`src/sv/tac_pkg.sv`:
```
// ----------------------------------------------------------------------------
// tac_pkg: shared types, constants and float helpers
// Pair and result records, FSM codes and double-precision pack/round helpers
// used by the tolerance compare block.
// ----------------------------------------------------------------------------
package tac_pkg;

  localparam int unsigned COUNT_BITS_DEF = 32;

  // working mantissa and exponent widths of the shared float datapath
  localparam int unsigned MW = 108;
  localparam int unsigned EW = 14;

  localparam int unsigned MUL_STEPS = 53;
  localparam int unsigned DIV_STEPS = 56;

  localparam int unsigned QUEUE_DEPTH = 2;

  localparam int unsigned CFG_IDX_W = 2;
  localparam logic [CFG_IDX_W-1:0] CFG_ABS_TOL = 2'd0;
  localparam logic [CFG_IDX_W-1:0] CFG_REL_TOL = 2'd1;

  localparam logic [63:0] QNAN    = 64'h7FF8_0000_0000_0000;
  localparam logic [63:0] POS_INF = 64'h7FF0_0000_0000_0000;

  typedef enum logic [1:0] {
    VERDICT_IDENTICAL = 2'd0,
    VERDICT_WITHIN    = 2'd1,
    VERDICT_DIFFERENT = 2'd2
  } verdict_e;

  typedef enum logic [3:0] {
    ST_IDLE,
    ST_ADD_ALIGN,
    ST_ADD_SUM,
    ST_MUL_SETUP,
    ST_MUL,
    ST_DIV_SETUP,
    ST_DIV,
    ST_NORM,
    ST_ROUND,
    ST_STEP,
    ST_UPDATE,
    ST_EMIT
  } back_state_e;

  typedef enum logic [2:0] {
    PH_ERR,
    PH_PROD,
    PH_THR,
    PH_DIVX,
    PH_DIVY,
    PH_REL
  } phase_e;

  typedef struct packed {
    logic [63:0] value_a;
    logic [63:0] value_b;
    logic        last_pair;
    logic        differ;   // a != b as doubles
    logic        den_pos;  // |a| > 0
  } pair_t;

  typedef struct packed {
    logic  valid;
    pair_t pair;
  } queue_head_t;

  typedef struct packed {
    logic [63:0] max_abs_error;
    logic [63:0] max_rel_error;
    logic [31:0] worst_position;
    logic [31:0] exceed_count;
    logic        all_exact;
    verdict_e    verdict;
  } result_t;

  function automatic logic is_nan(logic [63:0] x);
    return (x[62:52] == 11'h7FF) && (x[51:0] != 52'd0);
  endfunction

  function automatic logic is_inf(logic [63:0] x);
    return (x[62:52] == 11'h7FF) && (x[51:0] == 52'd0);
  endfunction

  function automatic logic is_zero(logic [63:0] x);
    return x[62:0] == 63'd0;
  endfunction

  // unbiased exponent, subnormals taken at the minimum normal exponent
  function automatic logic signed [EW-1:0] eff_exp(logic [63:0] x);
    logic [10:0] e;
    e = (x[62:52] == 11'd0) ? 11'd1 : x[62:52];
    return $signed({{(EW-11){1'b0}}, e}) - EW'(1023);
  endfunction

  function automatic logic [52:0] mant53(logic [63:0] x);
    return {x[62:52] != 11'd0, x[51:0]};
  endfunction

  function automatic logic [31:0] clamp32(logic [63:0] v);
    return (v > 64'h0000_0000_FFFF_FFFF) ? 32'hFFFF_FFFF : v[31:0];
  endfunction

  // Round to nearest even and pack. mant is normalized (msb set) and its
  // msb has weight 2^ex. Tiny values are shifted down into the subnormal
  // range; a rounding carry walks into the exponent field.
  function automatic logic [63:0] round_pack(logic sign, logic signed [EW-1:0] ex,
                                             logic [MW-1:0] mant, logic sticky);
    logic signed [EW-1:0] be;
    logic signed [EW-1:0] tmp;
    logic [6:0]           sh;
    logic [MW-1:0]        shifted;
    logic                 lost;
    logic                 guard;
    logic                 rest;
    logic                 inc;
    logic [10:0]          efield;
    logic [62:0]          body;
    be  = ex + EW'(1023);
    tmp = EW'(1) - be;
    if (be < EW'(1)) begin
      sh = (tmp > EW'(127)) ? 7'd127 : tmp[6:0];
    end else begin
      sh = 7'd0;
    end
    shifted = mant >> sh;
    lost    = |(mant & ~({MW{1'b1}} << sh));
    guard   = shifted[MW-54];
    rest    = (|shifted[MW-55:0]) | lost | sticky;
    inc     = guard & (rest | shifted[MW-53]);
    efield  = (be < EW'(1)) ? 11'd0 : be[10:0];
    body    = {efield, shifted[MW-2:MW-53]} + 63'(inc);
    if (be > EW'(2046)) begin
      return {sign, 11'h7FF, 52'd0};
    end
    return {sign, body};
  endfunction

endpackage

```
`src/sv/tac_front.sv`:
```
// ----------------------------------------------------------------------------
// tac_front: pair intake
// Accepts pairs, classifies equality and the sign of |a|, and holds them in
// a two-entry queue for the arithmetic back end.
// ----------------------------------------------------------------------------
module tac_front (
  input  logic                 clk_i,
  input  logic                 rst_ni,
  input  logic                 s_axis_tvalid_i,
  output logic                 s_axis_tready_o,
  input  logic [127:0]         s_axis_tdata_i,  // value_a [63:0], value_b [127:64]
  input  logic                 s_axis_tlast_i,  // last_pair
  output tac_pkg::queue_head_t head_o,
  input  logic                 pop_i
);

  localparam int unsigned PtrW = $clog2(tac_pkg::QUEUE_DEPTH);

  tac_pkg::pair_t entries_q [tac_pkg::QUEUE_DEPTH];
  tac_pkg::pair_t new_pair;
  logic [PtrW-1:0] wr_ptr_q, wr_ptr_d;
  logic [PtrW-1:0] rd_ptr_q, rd_ptr_d;
  logic [PtrW:0]   count_q, count_d;
  logic            push;
  logic            pop;
  logic [63:0]     a;
  logic [63:0]     b;

  assign a = s_axis_tdata_i[63:0];
  assign b = s_axis_tdata_i[127:64];

  // NaN never compares equal; +0 and -0 do
  always_comb begin
    new_pair.value_a   = a;
    new_pair.value_b   = b;
    new_pair.last_pair = s_axis_tlast_i;
    new_pair.differ    = tac_pkg::is_nan(a) || tac_pkg::is_nan(b) ||
                         (!(tac_pkg::is_zero(a) && tac_pkg::is_zero(b)) && (a != b));
    new_pair.den_pos   = !tac_pkg::is_nan(a) && !tac_pkg::is_zero(a);
  end

  assign s_axis_tready_o = (count_q != (PtrW+1)'(tac_pkg::QUEUE_DEPTH));
  assign push            = s_axis_tvalid_i && s_axis_tready_o;
  assign pop             = pop_i && (count_q != '0);

  assign head_o.valid = (count_q != '0);
  assign head_o.pair  = entries_q[rd_ptr_q];

  always_comb begin
    wr_ptr_d = push ? wr_ptr_q + 1'b1 : wr_ptr_q;
    rd_ptr_d = pop ? rd_ptr_q + 1'b1 : rd_ptr_q;
    count_d  = count_q + (PtrW+1)'(push) - (PtrW+1)'(pop);
  end

  always_ff @(posedge clk_i or negedge rst_ni) begin
    if (!rst_ni) begin
      wr_ptr_q <= '0;
      rd_ptr_q <= '0;
      count_q  <= '0;
    end else begin
      wr_ptr_q <= wr_ptr_d;
      rd_ptr_q <= rd_ptr_d;
      count_q  <= count_d;
    end
  end

  always_ff @(posedge clk_i) begin
    if (push) begin
      entries_q[wr_ptr_q] <= new_pair;
    end
  end

endmodule

```
`src/sv/tac_back.sv`:
```
// ----------------------------------------------------------------------------
// tac_back: error arithmetic and running summary
// Sequencer over one shared float datapath: align/add, shift-add multiply,
// restoring divide, normalize and round. Keeps the running maxima and counts
// and loads the summary into the output register on a last pair.
// ----------------------------------------------------------------------------
module tac_back #(
  parameter int unsigned COUNT_BITS = tac_pkg::COUNT_BITS_DEF
) (
  input  logic                 clk_i,
  input  logic                 rst_ni,
  input  tac_pkg::queue_head_t head_i,
  output logic                 pop_o,
  input  logic [63:0]          abs_tol_i,
  input  logic [63:0]          rel_tol_i,
  output logic                 m_valid_o,
  input  logic                 m_ready_i,
  output tac_pkg::result_t     result_o
);

  localparam int unsigned MW = tac_pkg::MW;
  localparam int unsigned EW = tac_pkg::EW;

  tac_pkg::back_state_e state_q, state_d;
  tac_pkg::phase_e      phase_q, phase_d;

  tac_pkg::pair_t         pair_q, pair_d;
  logic [63:0]            err_q, err_d, thr_q, thr_d, rel_q, rel_d, res_q, res_d;
  logic [63:0]            op_x_q, op_x_d, op_y_q, op_y_d;
  logic                   nsign_q, nsign_d;
  logic signed [EW-1:0]   nexp_q, nexp_d;
  logic [MW-1:0]          nmant_q, nmant_d;
  logic                   nsticky_q, nsticky_d;
  logic [MW-1:0]          add_big_q, add_big_d, add_small_q, add_small_d;
  logic                   add_sub_q, add_sub_d;
  logic [105:0]           acc_q, acc_d;
  logic [52:0]            mcand_q, mcand_d, mplier_q, mplier_d;
  logic [52:0]            dvd_q, dvd_d, dvs_q, dvs_d;
  logic signed [EW-1:0]   dvd_exp_q, dvd_exp_d;
  logic [53:0]            rem_q, rem_d;
  logic [55:0]            quo_q, quo_d;
  logic [5:0]             step_q, step_d;

  logic [63:0]            max_abs_q, max_abs_d, max_rel_q, max_rel_d;
  logic                   worst_seen_q, worst_seen_d;
  logic [COUNT_BITS-1:0]  worst_at_q, worst_at_d, over_q, over_d, pairs_q, pairs_d;
  logic                   exact_q, exact_d;

  logic                   out_valid_q, out_valid_d;
  tac_pkg::result_t       out_q, out_d;

  // datapath helpers
  logic [63:0]            den;
  logic                   swap;
  logic [63:0]            big, small_op;
  logic [EW-1:0]          exp_diff;
  logic [6:0]             align_sh;
  logic [MW-1:0]          small_full, small_sh;
  logic                   align_lost;
  logic [MW-1:0]          sum;
  logic [105:0]           acc_next;
  logic                   div_ge;
  logic [53:0]            div_rem;
  logic [63:0]            rnd;
  logic                   take_abs, take_rel, over_tol;
  logic [COUNT_BITS-1:0]  cnt_max;
  tac_pkg::verdict_e      verdict;

  assign den     = {1'b0, pair_q.value_a[62:0]};
  assign cnt_max = '1;

  // alignment of the smaller magnitude, shifted-out bits folded into bit 0
  assign swap       = op_y_q[62:0] > op_x_q[62:0];
  assign big        = swap ? op_y_q : op_x_q;
  assign small_op   = swap ? op_x_q : op_y_q;
  assign exp_diff   = EW'(tac_pkg::eff_exp(big) - tac_pkg::eff_exp(small_op));
  assign align_sh   = (exp_diff > EW'(127)) ? 7'd127 : exp_diff[6:0];
  assign small_full = {1'b0, tac_pkg::mant53(small_op), {(MW-54){1'b0}}};
  assign small_sh   = small_full >> align_sh;
  assign align_lost = |(small_full & ~({MW{1'b1}} << align_sh));

  assign sum = add_sub_q ? add_big_q - add_small_q : add_big_q + add_small_q;

  assign acc_next = {acc_q[104:0], 1'b0} + (mplier_q[52] ? {53'd0, mcand_q} : 106'd0);

  assign div_ge  = rem_q >= {1'b0, dvs_q};
  assign div_rem = div_ge ? rem_q - {1'b0, dvs_q} : rem_q;

  assign rnd = tac_pkg::round_pack(nsign_q, nexp_q, nmant_q, nsticky_q);

  // all values compared here except thr are non-negative or NaN
  assign take_abs = !tac_pkg::is_nan(err_q) &&
                    ((err_q > max_abs_q) || ((err_q == max_abs_q) && !worst_seen_q));
  assign take_rel = !tac_pkg::is_nan(rel_q) && (rel_q > max_rel_q);
  assign over_tol = !tac_pkg::is_nan(err_q) && !tac_pkg::is_nan(thr_q) &&
                    (thr_q[63] ? !(tac_pkg::is_zero(err_q) && tac_pkg::is_zero(thr_q))
                               : (err_q[62:0] > thr_q[62:0]));

  always_comb begin
    if (over_q != '0) begin
      verdict = tac_pkg::VERDICT_DIFFERENT;
    end else if (!exact_q) begin
      verdict = tac_pkg::VERDICT_WITHIN;
    end else begin
      verdict = tac_pkg::VERDICT_IDENTICAL;
    end
  end

  always_comb begin
    state_d      = state_q;
    phase_d      = phase_q;
    pair_d       = pair_q;
    err_d        = err_q;
    thr_d        = thr_q;
    rel_d        = rel_q;
    res_d        = res_q;
    op_x_d       = op_x_q;
    op_y_d       = op_y_q;
    nsign_d      = nsign_q;
    nexp_d       = nexp_q;
    nmant_d      = nmant_q;
    nsticky_d    = nsticky_q;
    add_big_d    = add_big_q;
    add_small_d  = add_small_q;
    add_sub_d    = add_sub_q;
    acc_d        = acc_q;
    mcand_d      = mcand_q;
    mplier_d     = mplier_q;
    dvd_d        = dvd_q;
    dvd_exp_d    = dvd_exp_q;
    dvs_d        = dvs_q;
    rem_d        = rem_q;
    quo_d        = quo_q;
    step_d       = step_q;
    max_abs_d    = max_abs_q;
    max_rel_d    = max_rel_q;
    worst_seen_d = worst_seen_q;
    worst_at_d   = worst_at_q;
    over_d       = over_q;
    pairs_d      = pairs_q;
    exact_d      = exact_q;
    out_d        = out_q;
    out_valid_d  = out_valid_q && !m_ready_i;
    pop_o        = 1'b0;

    unique case (state_q)
      tac_pkg::ST_IDLE: begin
        if (head_i.valid) begin
          pop_o   = 1'b1;
          pair_d  = head_i.pair;
          op_x_d  = head_i.pair.value_a;
          op_y_d  = {~head_i.pair.value_b[63], head_i.pair.value_b[62:0]};
          phase_d = tac_pkg::PH_ERR;
          state_d = tac_pkg::ST_ADD_ALIGN;
        end
      end

      tac_pkg::ST_ADD_ALIGN: begin
        state_d = tac_pkg::ST_STEP;
        if (tac_pkg::is_nan(op_x_q) || tac_pkg::is_nan(op_y_q) ||
            (tac_pkg::is_inf(op_x_q) && tac_pkg::is_inf(op_y_q) &&
             (op_x_q[63] != op_y_q[63]))) begin
          res_d = tac_pkg::QNAN;
        end else if (tac_pkg::is_inf(op_x_q)) begin
          res_d = op_x_q;
        end else if (tac_pkg::is_inf(op_y_q)) begin
          res_d = op_y_q;
        end else if (tac_pkg::is_zero(op_x_q) && tac_pkg::is_zero(op_y_q)) begin
          res_d = {op_x_q[63] & op_y_q[63], 63'd0};
        end else begin
          add_big_d   = {1'b0, tac_pkg::mant53(big), {(MW-54){1'b0}}};
          add_small_d = small_sh | MW'(align_lost);
          add_sub_d   = op_x_q[63] ^ op_y_q[63];
          nsign_d     = big[63];
          nexp_d      = tac_pkg::eff_exp(big) + EW'(1);
          state_d     = tac_pkg::ST_ADD_SUM;
        end
      end

      tac_pkg::ST_ADD_SUM: begin
        if (sum == '0) begin
          // exact cancellation rounds to +0
          res_d   = 64'd0;
          state_d = tac_pkg::ST_STEP;
        end else begin
          nmant_d   = sum;
          nsticky_d = 1'b0;
          state_d   = tac_pkg::ST_NORM;
        end
      end

      tac_pkg::ST_MUL_SETUP: begin
        state_d = tac_pkg::ST_STEP;
        if (tac_pkg::is_nan(op_x_q) || tac_pkg::is_nan(op_y_q) ||
            (tac_pkg::is_inf(op_x_q) && tac_pkg::is_zero(op_y_q)) ||
            (tac_pkg::is_zero(op_x_q) && tac_pkg::is_inf(op_y_q))) begin
          res_d = tac_pkg::QNAN;
        end else if (tac_pkg::is_inf(op_x_q) || tac_pkg::is_inf(op_y_q)) begin
          res_d = {op_x_q[63] ^ op_y_q[63], tac_pkg::POS_INF[62:0]};
        end else if (tac_pkg::is_zero(op_x_q) || tac_pkg::is_zero(op_y_q)) begin
          res_d = {op_x_q[63] ^ op_y_q[63], 63'd0};
        end else begin
          mcand_d   = tac_pkg::mant53(op_x_q);
          mplier_d  = tac_pkg::mant53(op_y_q);
          acc_d     = '0;
          step_d    = '0;
          nsign_d   = op_x_q[63] ^ op_y_q[63];
          nexp_d    = tac_pkg::eff_exp(op_x_q) + tac_pkg::eff_exp(op_y_q) + EW'(3);
          nsticky_d = 1'b0;
          state_d   = tac_pkg::ST_MUL;
        end
      end

      tac_pkg::ST_MUL: begin
        acc_d    = acc_next;
        mplier_d = {mplier_q[51:0], 1'b0};
        step_d   = step_q + 6'd1;
        if (step_q == 6'(tac_pkg::MUL_STEPS - 1)) begin
          nmant_d = {2'b00, acc_next};
          state_d = tac_pkg::ST_NORM;
        end
      end

      tac_pkg::ST_DIV_SETUP: begin
        phase_d = tac_pkg::PH_REL;
        state_d = tac_pkg::ST_STEP;
        if (tac_pkg::is_nan(err_q)) begin
          res_d = tac_pkg::QNAN;
        end else if (tac_pkg::is_inf(den)) begin
          res_d = tac_pkg::is_inf(err_q) ? tac_pkg::QNAN : 64'd0;
        end else if (tac_pkg::is_inf(err_q)) begin
          res_d = tac_pkg::POS_INF;
        end else if (tac_pkg::is_zero(err_q)) begin
          res_d = 64'd0;
        end else begin
          nsign_d   = 1'b0;
          nmant_d   = {tac_pkg::mant53(err_q), {(MW-53){1'b0}}};
          nexp_d    = tac_pkg::eff_exp(err_q);
          nsticky_d = 1'b0;
          phase_d   = tac_pkg::PH_DIVX;
          state_d   = tac_pkg::ST_NORM;
        end
      end

      tac_pkg::ST_DIV: begin
        rem_d  = {div_rem[52:0], 1'b0};
        quo_d  = {quo_q[54:0], div_ge};
        step_d = step_q + 6'd1;
        if (step_q == 6'(tac_pkg::DIV_STEPS - 1)) begin
          nmant_d   = {quo_q[54:0], div_ge, {(MW-56){1'b0}}};
          nsticky_d = div_rem != '0;
          phase_d   = tac_pkg::PH_REL;
          state_d   = tac_pkg::ST_NORM;
        end
      end

      tac_pkg::ST_NORM: begin
        if (nmant_q[MW-1]) begin
          priority case (phase_q)
            tac_pkg::PH_DIVX: begin
              dvd_d     = nmant_q[MW-1 -: 53];
              dvd_exp_d = nexp_q;
              nmant_d   = {tac_pkg::mant53(den), {(MW-53){1'b0}}};
              nexp_d    = tac_pkg::eff_exp(den);
              phase_d   = tac_pkg::PH_DIVY;
            end
            tac_pkg::PH_DIVY: begin
              dvs_d   = nmant_q[MW-1 -: 53];
              rem_d   = {1'b0, dvd_q};
              quo_d   = '0;
              step_d  = '0;
              nexp_d  = dvd_exp_q - nexp_q;
              state_d = tac_pkg::ST_DIV;
            end
            default: begin
              state_d = tac_pkg::ST_ROUND;
            end
          endcase
        end else if (nmant_q[MW-1 -: 8] == 8'd0) begin
          nmant_d = {nmant_q[MW-9:0], 8'd0};
          nexp_d  = nexp_q - EW'(8);
        end else begin
          nmant_d = {nmant_q[MW-2:0], 1'b0};
          nexp_d  = nexp_q - EW'(1);
        end
      end

      tac_pkg::ST_ROUND: begin
        res_d   = rnd;
        state_d = tac_pkg::ST_STEP;
      end

      tac_pkg::ST_STEP: begin
        unique case (phase_q)
          tac_pkg::PH_ERR: begin
            err_d   = {1'b0, res_q[62:0]};
            op_x_d  = rel_tol_i;
            op_y_d  = den;
            phase_d = tac_pkg::PH_PROD;
            state_d = tac_pkg::ST_MUL_SETUP;
          end
          tac_pkg::PH_PROD: begin
            op_x_d  = abs_tol_i;
            op_y_d  = res_q;
            phase_d = tac_pkg::PH_THR;
            state_d = tac_pkg::ST_ADD_ALIGN;
          end
          tac_pkg::PH_THR: begin
            thr_d = res_q;
            if (pair_q.den_pos) begin
              state_d = tac_pkg::ST_DIV_SETUP;
            end else begin
              rel_d   = 64'd0;
              state_d = tac_pkg::ST_UPDATE;
            end
          end
          tac_pkg::PH_REL: begin
            rel_d   = res_q;
            state_d = tac_pkg::ST_UPDATE;
          end
          default: begin
            state_d = tac_pkg::ST_IDLE;
          end
        endcase
      end

      tac_pkg::ST_UPDATE: begin
        if (pair_q.differ) begin
          exact_d = 1'b0;
        end
        if (take_abs) begin
          max_abs_d    = err_q;
          worst_at_d   = pairs_q;
          worst_seen_d = 1'b1;
        end
        if (take_rel) begin
          max_rel_d = rel_q;
        end
        if (over_tol && (over_q != cnt_max)) begin
          over_d = over_q + 1'b1;
        end
        if (pairs_q != cnt_max) begin
          pairs_d = pairs_q + 1'b1;
        end
        state_d = pair_q.last_pair ? tac_pkg::ST_EMIT : tac_pkg::ST_IDLE;
      end

      tac_pkg::ST_EMIT: begin
        if (!out_valid_q || m_ready_i) begin
          out_d.max_abs_error  = max_abs_q;
          out_d.max_rel_error  = max_rel_q;
          out_d.worst_position = worst_seen_q ? tac_pkg::clamp32(64'(worst_at_q)) : '1;
          out_d.exceed_count   = tac_pkg::clamp32(64'(over_q));
          out_d.all_exact      = exact_q;
          out_d.verdict        = verdict;
          out_valid_d          = 1'b1;
          max_abs_d            = 64'd0;
          max_rel_d            = 64'd0;
          worst_seen_d         = 1'b0;
          worst_at_d           = '0;
          over_d               = '0;
          pairs_d              = '0;
          exact_d              = 1'b1;
          state_d              = tac_pkg::ST_IDLE;
        end
      end

      default: begin
        state_d = tac_pkg::ST_IDLE;
      end
    endcase
  end

  always_ff @(posedge clk_i or negedge rst_ni) begin
    if (!rst_ni) begin
      state_q      <= tac_pkg::ST_IDLE;
      phase_q      <= tac_pkg::PH_ERR;
      out_valid_q  <= 1'b0;
      max_abs_q    <= 64'd0;
      max_rel_q    <= 64'd0;
      worst_seen_q <= 1'b0;
      worst_at_q   <= '0;
      over_q       <= '0;
      pairs_q      <= '0;
      exact_q      <= 1'b1;
      step_q       <= '0;
    end else begin
      state_q      <= state_d;
      phase_q      <= phase_d;
      out_valid_q  <= out_valid_d;
      max_abs_q    <= max_abs_d;
      max_rel_q    <= max_rel_d;
      worst_seen_q <= worst_seen_d;
      worst_at_q   <= worst_at_d;
      over_q       <= over_d;
      pairs_q      <= pairs_d;
      exact_q      <= exact_d;
      step_q       <= step_d;
    end
  end

  always_ff @(posedge clk_i) begin
    pair_q      <= pair_d;
    err_q       <= err_d;
    thr_q       <= thr_d;
    rel_q       <= rel_d;
    res_q       <= res_d;
    op_x_q      <= op_x_d;
    op_y_q      <= op_y_d;
    nsign_q     <= nsign_d;
    nexp_q      <= nexp_d;
    nmant_q     <= nmant_d;
    nsticky_q   <= nsticky_d;
    add_big_q   <= add_big_d;
    add_small_q <= add_small_d;
    add_sub_q   <= add_sub_d;
    acc_q       <= acc_d;
    mcand_q     <= mcand_d;
    mplier_q    <= mplier_d;
    dvd_q       <= dvd_d;
    dvd_exp_q   <= dvd_exp_d;
    dvs_q       <= dvs_d;
    rem_q       <= rem_d;
    quo_q       <= quo_d;
    out_q       <= out_d;
  end

  assign m_valid_o = out_valid_q;
  assign result_o  = out_q;

endmodule

```
`src/sv/tolerance_array_compare_top.sv`:
```
// ----------------------------------------------------------------------------
// tolerance_array_compare_top: streamed double array tolerance compare
// Compares pairs (a, b) of IEEE doubles against atol + rtol*|a| and reports
// the worst absolute and relative errors per array.
// ----------------------------------------------------------------------------
// Usage:
//   s_axis carries one pair per request, tlast on the final pair of an array.
//   m_axis carries one summary request per array, after its final pair.
//   cfg writes abs_tolerance (index 0) and rel_tolerance (index 1) while the
//   block is idle; other indexes are dropped. cfg_ready_o is always high.
// Timing:
//   One pair at a time goes through a shared float unit. For ordinary values
//   the work is the 53-step shift-add multiply, the 56-step restoring divide
//   and the normalize shifts (up to 8 bits per cycle).
//   Subnormal operands or deep cancellation add normalize shifts; a NaN,
//   infinity or zero that skips the arithmetic shortens the work.
//   The summary is loaded in the emit state, after the final pair's update.
//   A two-entry queue takes new pairs while the unit is busy.
// Reset and stall:
//   Reset clears the tolerances to +0.0 and all running state. A stalled
//   summary stays in the output register; the next array keeps running and
//   waits only when its own summary is ready before the old one is taken.
// ----------------------------------------------------------------------------
module tolerance_array_compare_top #(
  parameter int unsigned COUNT_BITS = tac_pkg::COUNT_BITS_DEF
) (
  input  logic                          clk_i,
  input  logic                          rst_ni,
  input  logic                          s_axis_tvalid_i,
  output logic                          s_axis_tready_o,
  input  logic [127:0]                  s_axis_tdata_i,  // value_a [63:0], value_b [127:64]
  input  logic                          s_axis_tlast_i,  // last_pair
  output logic                          m_axis_tvalid_o,
  input  logic                          m_axis_tready_i,
  // max_abs_error [63:0], max_rel_error [127:64], worst_position [159:128],
  // exceed_count [191:160], all_exact [192], verdict [194:193], zero [199:195]
  output logic [199:0]                  m_axis_tdata_o,
  input  logic                          cfg_valid_i,
  output logic                          cfg_ready_o,
  input  logic [tac_pkg::CFG_IDX_W-1:0] cfg_index_i,
  input  logic [63:0]                   cfg_data_i
);

  tac_pkg::queue_head_t head;
  tac_pkg::result_t     result;
  logic                 pop;
  logic [63:0]          abs_tol_q, rel_tol_q;

  assign cfg_ready_o = 1'b1;

  always_ff @(posedge clk_i or negedge rst_ni) begin
    if (!rst_ni) begin
      abs_tol_q <= 64'd0;
      rel_tol_q <= 64'd0;
    end else if (cfg_valid_i) begin
      if (cfg_index_i == tac_pkg::CFG_ABS_TOL) begin
        abs_tol_q <= cfg_data_i;
      end
      if (cfg_index_i == tac_pkg::CFG_REL_TOL) begin
        rel_tol_q <= cfg_data_i;
      end
    end
  end

  tac_front u_front (
    .clk_i           (clk_i),
    .rst_ni          (rst_ni),
    .s_axis_tvalid_i (s_axis_tvalid_i),
    .s_axis_tready_o (s_axis_tready_o),
    .s_axis_tdata_i  (s_axis_tdata_i),
    .s_axis_tlast_i  (s_axis_tlast_i),
    .head_o          (head),
    .pop_i           (pop)
  );

  tac_back #(
    .COUNT_BITS (COUNT_BITS)
  ) u_back (
    .clk_i     (clk_i),
    .rst_ni    (rst_ni),
    .head_i    (head),
    .pop_o     (pop),
    .abs_tol_i (abs_tol_q),
    .rel_tol_i (rel_tol_q),
    .m_valid_o (m_axis_tvalid_o),
    .m_ready_i (m_axis_tready_i),
    .result_o  (result)
  );

  assign m_axis_tdata_o = {5'd0, result.verdict, result.all_exact, result.exceed_count,
                           result.worst_position, result.max_rel_error,
                           result.max_abs_error};

endmodule
```
`config.mk`:
```
export PLATFORM = sky130hd
export DESIGN_NAME = tolerance_array_compare_top
export DESIGN_NICKNAME = d
export VERILOG_FILES = /design/src/sv/tac_pkg.sv /design/src/sv/tac_front.sv /design/src/sv/tac_back.sv /design/src/sv/tolerance_array_compare_top.sv
export SDC_FILE = /design/constraint.sdc
export NUM_CORES = 2
export LEC_CHECK = 0
export ABC_CLOCK_PERIOD_IN_PS = 39800
export BUFFER_PORTS_ARGS = -buffer_cell sky130_fd_sc_hd__buf_2
export CAP_MARGIN = 10
export CORE_ASPECT_RATIO = 2
export CORE_MARGIN = 1.5
export CORE_UTILIZATION = 45
export DETAILED_ROUTE_END_ITERATION = 7
export PLACE_DENSITY = 0.7
export SYNTH_ARGS = -nofsm -noshare
export SYNTH_HDL_FRONTEND = slang
export SYNTH_SLANG_ARGS = --single-unit
```
`constraint.sdc`:
```
create_clock -name clk_i -period 39.8 [get_ports clk_i]
set_input_delay 7.96 -clock clk_i [delete_from_list [all_inputs] [get_ports clk_i]]
set_output_delay 7.96 -clock clk_i [all_outputs]
set_load 0.02 [all_outputs]
```
; ---- After elaboration in Yosys (flattened, before gate mapping)
; Memories as Yosys holds them, arrays and structs flattened.
; Index checks and enable logic that the tools add are counted.
[op_classes]
n_lt_le_gt_ge = 9
n_eq_ne = 66
n_bitwise = 19
reduce_logical = 130
add_sub_neg = 27
n_mux = 162
shifts = 4
[op_table]
columns = op, count
row1 = 64-bit two-way mux, 21
row2 = 108-bit two-way mux, 11
row3 = 64-bit one-hot mux with 2 select lines, 7
row4 = 108-bit one-hot mux with 5 select lines, 1
row5 = 63-bit zero test, 6
row6 = 52-bit nonzero test, 7
row7 = 64-bit one-hot mux with 5 select lines, 1
row8 = 105-bit two-way mux, 3
row9 = 108-bit inverter, 2
row10 = 108-bit OR reduction, 2
row11 = "108-bit by 7-bit << shifter with 108-bit output, first input constant", 2
row12 = 53-bit two-way mux, 4
row13 = 105-bit one-hot mux with 2 select lines, 1
row14 = 52-bit zero test, 4
row15 = 32-bit one-hot mux with 2 select lines, 3
row16 = 14-bit two-way mux, 13
row17 = 54-bit two-way mux, 3
row18 = 32-bit two-way mux, 4
row19 = 63-bit > comparator, 2
row20 = 63-bit two-way mux, 2
row21 = 55-bit two-way mux, 2
row22 = 55-bit one-hot mux with 2 select lines, 1
row23 = 107-bit by 108-bit adder with 108-bit output, 1
row24 = 107-bit by 108-bit bitwise AND with 108-bit output, 1
row25 = other kinds (101), 313
[word_totals]
elab_cells = 466
ram_bits = 262
register_bits = 1740
output_inout_bits = 203
n_memories = 1
inputBits = 200
[mem_list]
columns = name, depth, width, read_ports, rd_ports_with_merged_regs, write_ports, line_no
row1 = u_front.entries_q, 2, 131, 1, 0, 1, tac_front.sv:19  ; tac_pkg::pair_t entries_q [tac_pkg::QUEUE_DEPTH];

; ---- Depth between registers and ports, before layout
[depth]
depth_word = 16
ltp_mapped = 46
depth_no_buf = 40

; ---- By module
; From an unflattened synthesis, not the netlist that was laid out.
[hier_totals]
hier_cells = 12176
area_unflattened_um2 = 121147.4
[by_module_without_submodules]
columns = mod, instances, cells_each, seq_area_each_um2, area_each_um2
row1 = tac_back, 1, 11331, 47001.3, 105306.0
row2 = tac_front, 1, 565, 7967.6, 10642.7
row3 = tolerance_array_compare_top, 1, 280, 3203.1, 5198.7

; ---- Least setup slack after synthesis
; Ideal clock, no wire load.
[synth_path]
path_type = register to register
from = register u_back.state_q[0]
to = register u_back.res_q[0] (enable)
setup_ns = 2.737
n_path_buf = 2
period_less_slack_ns = 27.245
t_required_ns = 37.063
path_slack_ns = 12.555
arrival_ns = 24.507
path_stages_with_launch = 7
cell_sequence = dfrtp_1 > clkbuf_1 > nor2b_1 > clkbuf_1 > nand2_1 > nor3_1 > nor4_1
[synth_between]
elab_chain_len = 3
elab_cells_between_ends = 11
cone_classes = eq/ne (9) / reduce/logical (2)
[synth_rtl]
columns = item, line_no
row1 = from (decl), tac_back.sv:24  ; tac_pkg::back_state_e state_q, state_d;
row2 = from (signal assigned), tac_back.sv:376  ; state_q <= tac_pkg::ST_IDLE;
row3 = from (signal assigned), tac_back.sv:388  ; state_q <= state_d;
row4 = 4-bit by 3-bit equality test with 1-bit output (tied with other cells), tac_back.sv:146  ; unique case (state_q)
row5 = 5-bit by 1-bit != test with 1-bit output (no source line) (tied with other cells), --
row6 = 5-bit AND reduction (no source line) (*), --
row7 = to (signal assigned), tac_back.sv:407  ; res_q <= res_d;
row8 = to (decl), tac_back.sv:28  ; logic [63:0] err_q, err_d, thr_q, thr_d, rel_q, rel_d, res_q, res_d;
; Mark *: on every way between the ends. The rest lies on a longest branch, timed or not.
; A chain may end at the register's enable or synchronous reset.

; ---- Worst setup path in the final report
[layout_path]
from = register u_back.op_x_q[59]
to = register u_back.add_small_q[45], data pin
[layout_between]
elab_chain_len = 10
elab_cells_between_ends = 15
cone_classes = add/sub (3) / order compare (2) / shift (1) / mux (5) / bitwise (1) / reduce/logical (3)
[layout_rtl]
columns = item, line_no
row1 = from (decl), tac_back.sv:29  ; logic [63:0] op_x_q, op_x_d, op_y_q, op_y_d;
row2 = from (signal assigned), tac_back.sv:408  ; op_x_q <= op_x_d;
row3 = 63-bit > comparator, tac_back.sv:73  ; assign swap = op_y_q[62:0] > op_x_q[62:0];
row4 = 64-bit two-way mux or 63-bit two-way mux (tied branches), "tac_back.sv:74, tac_back.sv:75"
row5 = 11-bit zero test, tac_pkg.sv:93  ; e = (x[62:52] == 11'd0) ? 11'd1 : x[62:52];
row6 = 11-bit two-way mux, tac_pkg.sv:93
row7 = 11-bit by 10-bit subtractor with 12-bit output, tac_pkg.sv:94  ; return $signed({{(EW-11){1'b0}}, e}) - EW'(1023);
row8 = 12-bit by 12-bit subtractor with 13-bit output, tac_back.sv:76  ; assign exp_diff = EW'(tac_pkg::eff_exp(big) - tac_pkg::eff_exp(small_op));
row9 = 14-bit by 7-bit > comparator with 1-bit output, tac_back.sv:77  ; assign align_sh = (exp_diff > EW'(127)) ? 7'd127 : exp_diff[6:0];
row10 = 7-bit two-way mux, tac_back.sv:77
row11 = 107-bit by 7-bit >> shifter with 108-bit output (*), tac_back.sv:79  ; assign small_sh = small_full >> align_sh;
row12 = 108-bit by 1-bit bitwise OR with 108-bit output (*), tac_back.sv:172  ; add_small_d = small_sh | MW'(align_lost);
row13 = to (signal assigned), tac_back.sv:415  ; add_small_q <= add_small_d;
row14 = to (decl), tac_back.sv:34  ; logic [MW-1:0] add_big_q, add_big_d, add_small_q, add_small_d;
; Marked as above.

==> flow_metrics.env <==
export IMPL_synth_top_cell_area_share_pct=40.7
export IMPL_tns_ns=0
export IMPL_wl_met3_mm=46.0
export IMPL_cp_end_kind="register"
export IMPL_clk_path_buf_depth=4
export IMPL_vias=106000
export IMPL_crit_required_ns=40.54
export IMPL_slew_headroom_pct=0.163
export IMPL_slowest_delay_ns=1.05
export IMPL_port_buffers=395
export IMPL_grt_remaining_overflow=0
export IMPL_synth_most_common_cell="edfxtp_1"
export IMPL_finalHoldViolations=0
export IMPL_min_from="u_back.max_rel_q[48]"
export IMPL_netlist_instances=12200
export IMPL_core_area_sq_um=266000
export IMPL_register_area_sq_um=58200
export IMPL_worstSetupStartpointType="register"
export IMPL_synthArstFlopShare_pct=18.6
export IMPL_cts_htree_levels=4
export IMPL_cts_made_buffers=190
export IMPL_cp_slowest_cell="nor2_1"
export IMPL_path_class="reg -> reg"
export IMPL_arrival_ns=13.58
export IMPL_grt_pass1_vias=103000
export IMPL_path_clk_slew_ns=0.07
export IMPL_drtAntennaViolNets=0
export IMPL_nNetsFinal=13200
export IMPL_path_max_fanout=54
export IMPL_clk_latency_ns=0.96
export IMPL_synth_edf_count=1628
export IMPL_clockRootBuffer="clkbuf_16"
export IMPL_hp_class="reg -> reg"
export IMPL_rr_endpoint="u_back.add_small_q[45]"
export IMPL_setup_viol=0
export IMPL_ctsHoldBuffers=0
export IMPL_synth_seq_area_share_pct=48.5
export IMPL_rsz0062_at_grt="no"
export IMPL_synth_common_cells="1628 x edfxtp_1, 1412 x nand2_1, 929 x nor2_1"
export IMPL_drc=26
export IMPL_pin_count=403
export IMPL_skew_ns=0.102
export IMPL_ys_flop_type="edfxtp_1"
export IMPL_grt_max_degree=109
export IMPL_wl_met2_mm=281
export IMPL_hpwlAfterDp_mm=451
export IMPL_grt_pass1_wl_mm=799
export IMPL_drt_pass1_iterations=8
export IMPL_period_needed_ns=12.84
export IMPL_routed_wl_mm=587
export IMPL_cts_tree="done"
export IMPL_synthDistinctLibCells=131
export IMPL_syn_area_sq_um=120000
export IMPL_period_share_pct=32.3
export IMPL_slew_viol_final=0
export IMPL_drt_iter0_markers=11900
export IMPL_r2r_slack_ns=26.96
export IMPL_avgSynthCellArea_sq_um=9.82
export IMPL_yosysTopAreaCell="edfxtp_1"
export IMPL_yosysWarnings=0
export IMPL_max_freq_mhz=77.9
export IMPL_initial_utilization_pct=45.1
export IMPL_ys_seq_elements=1999
export IMPL_multiInputGateArea_sq_um=57100
export IMPL_layout_drive_gt1_share_pct=11.3
export IMPL_violations="design-rule violations, max-capacitance violations"
export IMPL_cts_sinks=1999
export IMPL_top_layer_used="met5"
export IMPL_r2r_start="u_back.op_x_q[59]"
export IMPL_wl_met1_mm=175
export IMPL_hold_depth=0
export IMPL_ff2ff_path_depth=34
export IMPL_ctsResizeCount=0
export IMPL_gp_congestion=1.10
export IMPL_route_detailed_wl_per_inst_microns=36.0
export IMPL_max_cap_violations=1
export IMPL_antenna_found_initial=119
export IMPL_grt_usage_pct=42.5
export IMPL_die_h_microns=733
export IMPL_die_w_microns=368
export IMPL_synth_area_leaders="edfxtp_1 41%, dfrtp_1 7.7%, ha_1 5.6%"
export IMPL_n_fill_cell=24700
export IMPL_fp_row_count=268
export IMPL_hold_end="u_back.result_o[115]"
export IMPL_cts_setup_buffers=0
export IMPL_viasPerCell=6.47
export IMPL_area_growth_pct=11.1
export IMPL_tightest_slew_ns=1.48
export IMPL_die_area_sq_um=270000
export IMPL_status="finished, violations left"
[placed cells by master (no fill, tap or decap), types with 228 or more instances in the layout]
cell / instances
a21oi_1: 734
and2_1: 228
buf_2: 402
buf_4: 295
dfrtp_1: 369
edfxtp_1: 1628
ha_1: 533
inv_1: 701
mux2_2: 233
mux2i_1: 305
nand2_1: 1407
nand3_1: 431
nor2_1: 910
nor3_1: 260
o21ai_0: 755
xnor2_1: 354
[worst max-delay path by stage]
stage                       from                      to  slack [ns]  cells after the start
2_1_floorplan  u_back.state_q[0]         u_back.res_q[0]       12.56                      6
3_3_place_gp   u_back.op_x_q[16]  u_back.add_small_q[45]       27.69                     40
3_5_place_dp   u_back.op_x_q[16]  u_back.add_small_q[45]       27.58                     40
4_1_cts        u_back.op_x_q[59]  u_back.add_small_q[45]       27.52                     34
5_1_grt        u_back.op_x_q[59]  u_back.add_small_q[45]       26.64                     34
6_report       u_back.op_x_q[59]  u_back.add_small_q[45]       26.96                     34
[stage by stage]
stage	instances	utilization, %	setup WS (ns)	hold WS [ns]	cell area, sq um
2_1_floorplan	12200	-	12.56	0.421	120000
3_3_place_gp	15800	47.6	27.69	0.457	126000
3_5_place_dp	15800	47.6	27.58	0.462	126000
4_1_cts	16100	49.9	27.52	0.478	133000
5_1_grt	16300	50.1	26.64	0.490	133000
6_report	16300	50.2	26.96	0.476	133000
[metal layers]
| metal | vias up | track usage [%] |
|---|---|---|
| met5 | - | 0.162 |
| met1 | 51400 | 39.1 |
| met2 | 6063 | 71.1 |
| li1 | 45500 | - |
| met4 | 32 | 50.0 |
| met3 | 2532 | 10.6 |
[logic make-up after synthesis]
family,Yosys count,synth area share (%)
AOI/OAI and AO/OA,2928,15.6
xor gates and xnor gates,510,3.73
adders and majority gates,540,5.66
buffers and inverters,1360,4.41
DFF,1999,48.5
muxes,541,4.76
other,2,0.00626
and+or+nand+nor,4341,17.4
[area by class of cell]
type / count / area share (%)
well taps: 3510 / 3.29
flip-flops and latches: 1999 / 43.6
inverters: 704 / 1.99
multi-input cells: 8867 / 42.8
diodes: 168 / 0.315
clock buffers: 225 / 3.79
repair buffers: 707 / 3.25
clock inverters: 117 / 0.944
[flip-flops by register name (all words and copies together), names as in the netlist, 54 cells and up]
register	flops
u_front.entries_q	262
u_back.result_o	194
u_back.nmant_q	108
u_back.add_small_q	107
u_back.acc_q	105
abs_tol_q	64
rel_tol_q	64
u_back.max_rel_q	64
u_back.op_x_q	64
u_back.op_y_q	64
u_back.rel_q	64
u_back.res_q	64
u_back.thr_q	64
u_back.den	63
u_back.err_q	63
u_back.max_abs_q	63
u_back.quo_q	55
u_back.rem_q	54
[critical path, delay by kind of cell, from the launching register on]
family	cells	cell delay (ns)
xor gates and xnor gates	1	0.19
DFF	1	0.56
adders and majority gates	3	1.05
AOI/OAI and AO/OA	15	4.28
muxes	3	1.65
buffers and inverters	4	1.29
and+or+nand+nor	8	3.50
Power is left out: the tool's default activity adds up to more than one toggle a clock period on the data nets, which glitch-free logic cannot reach.
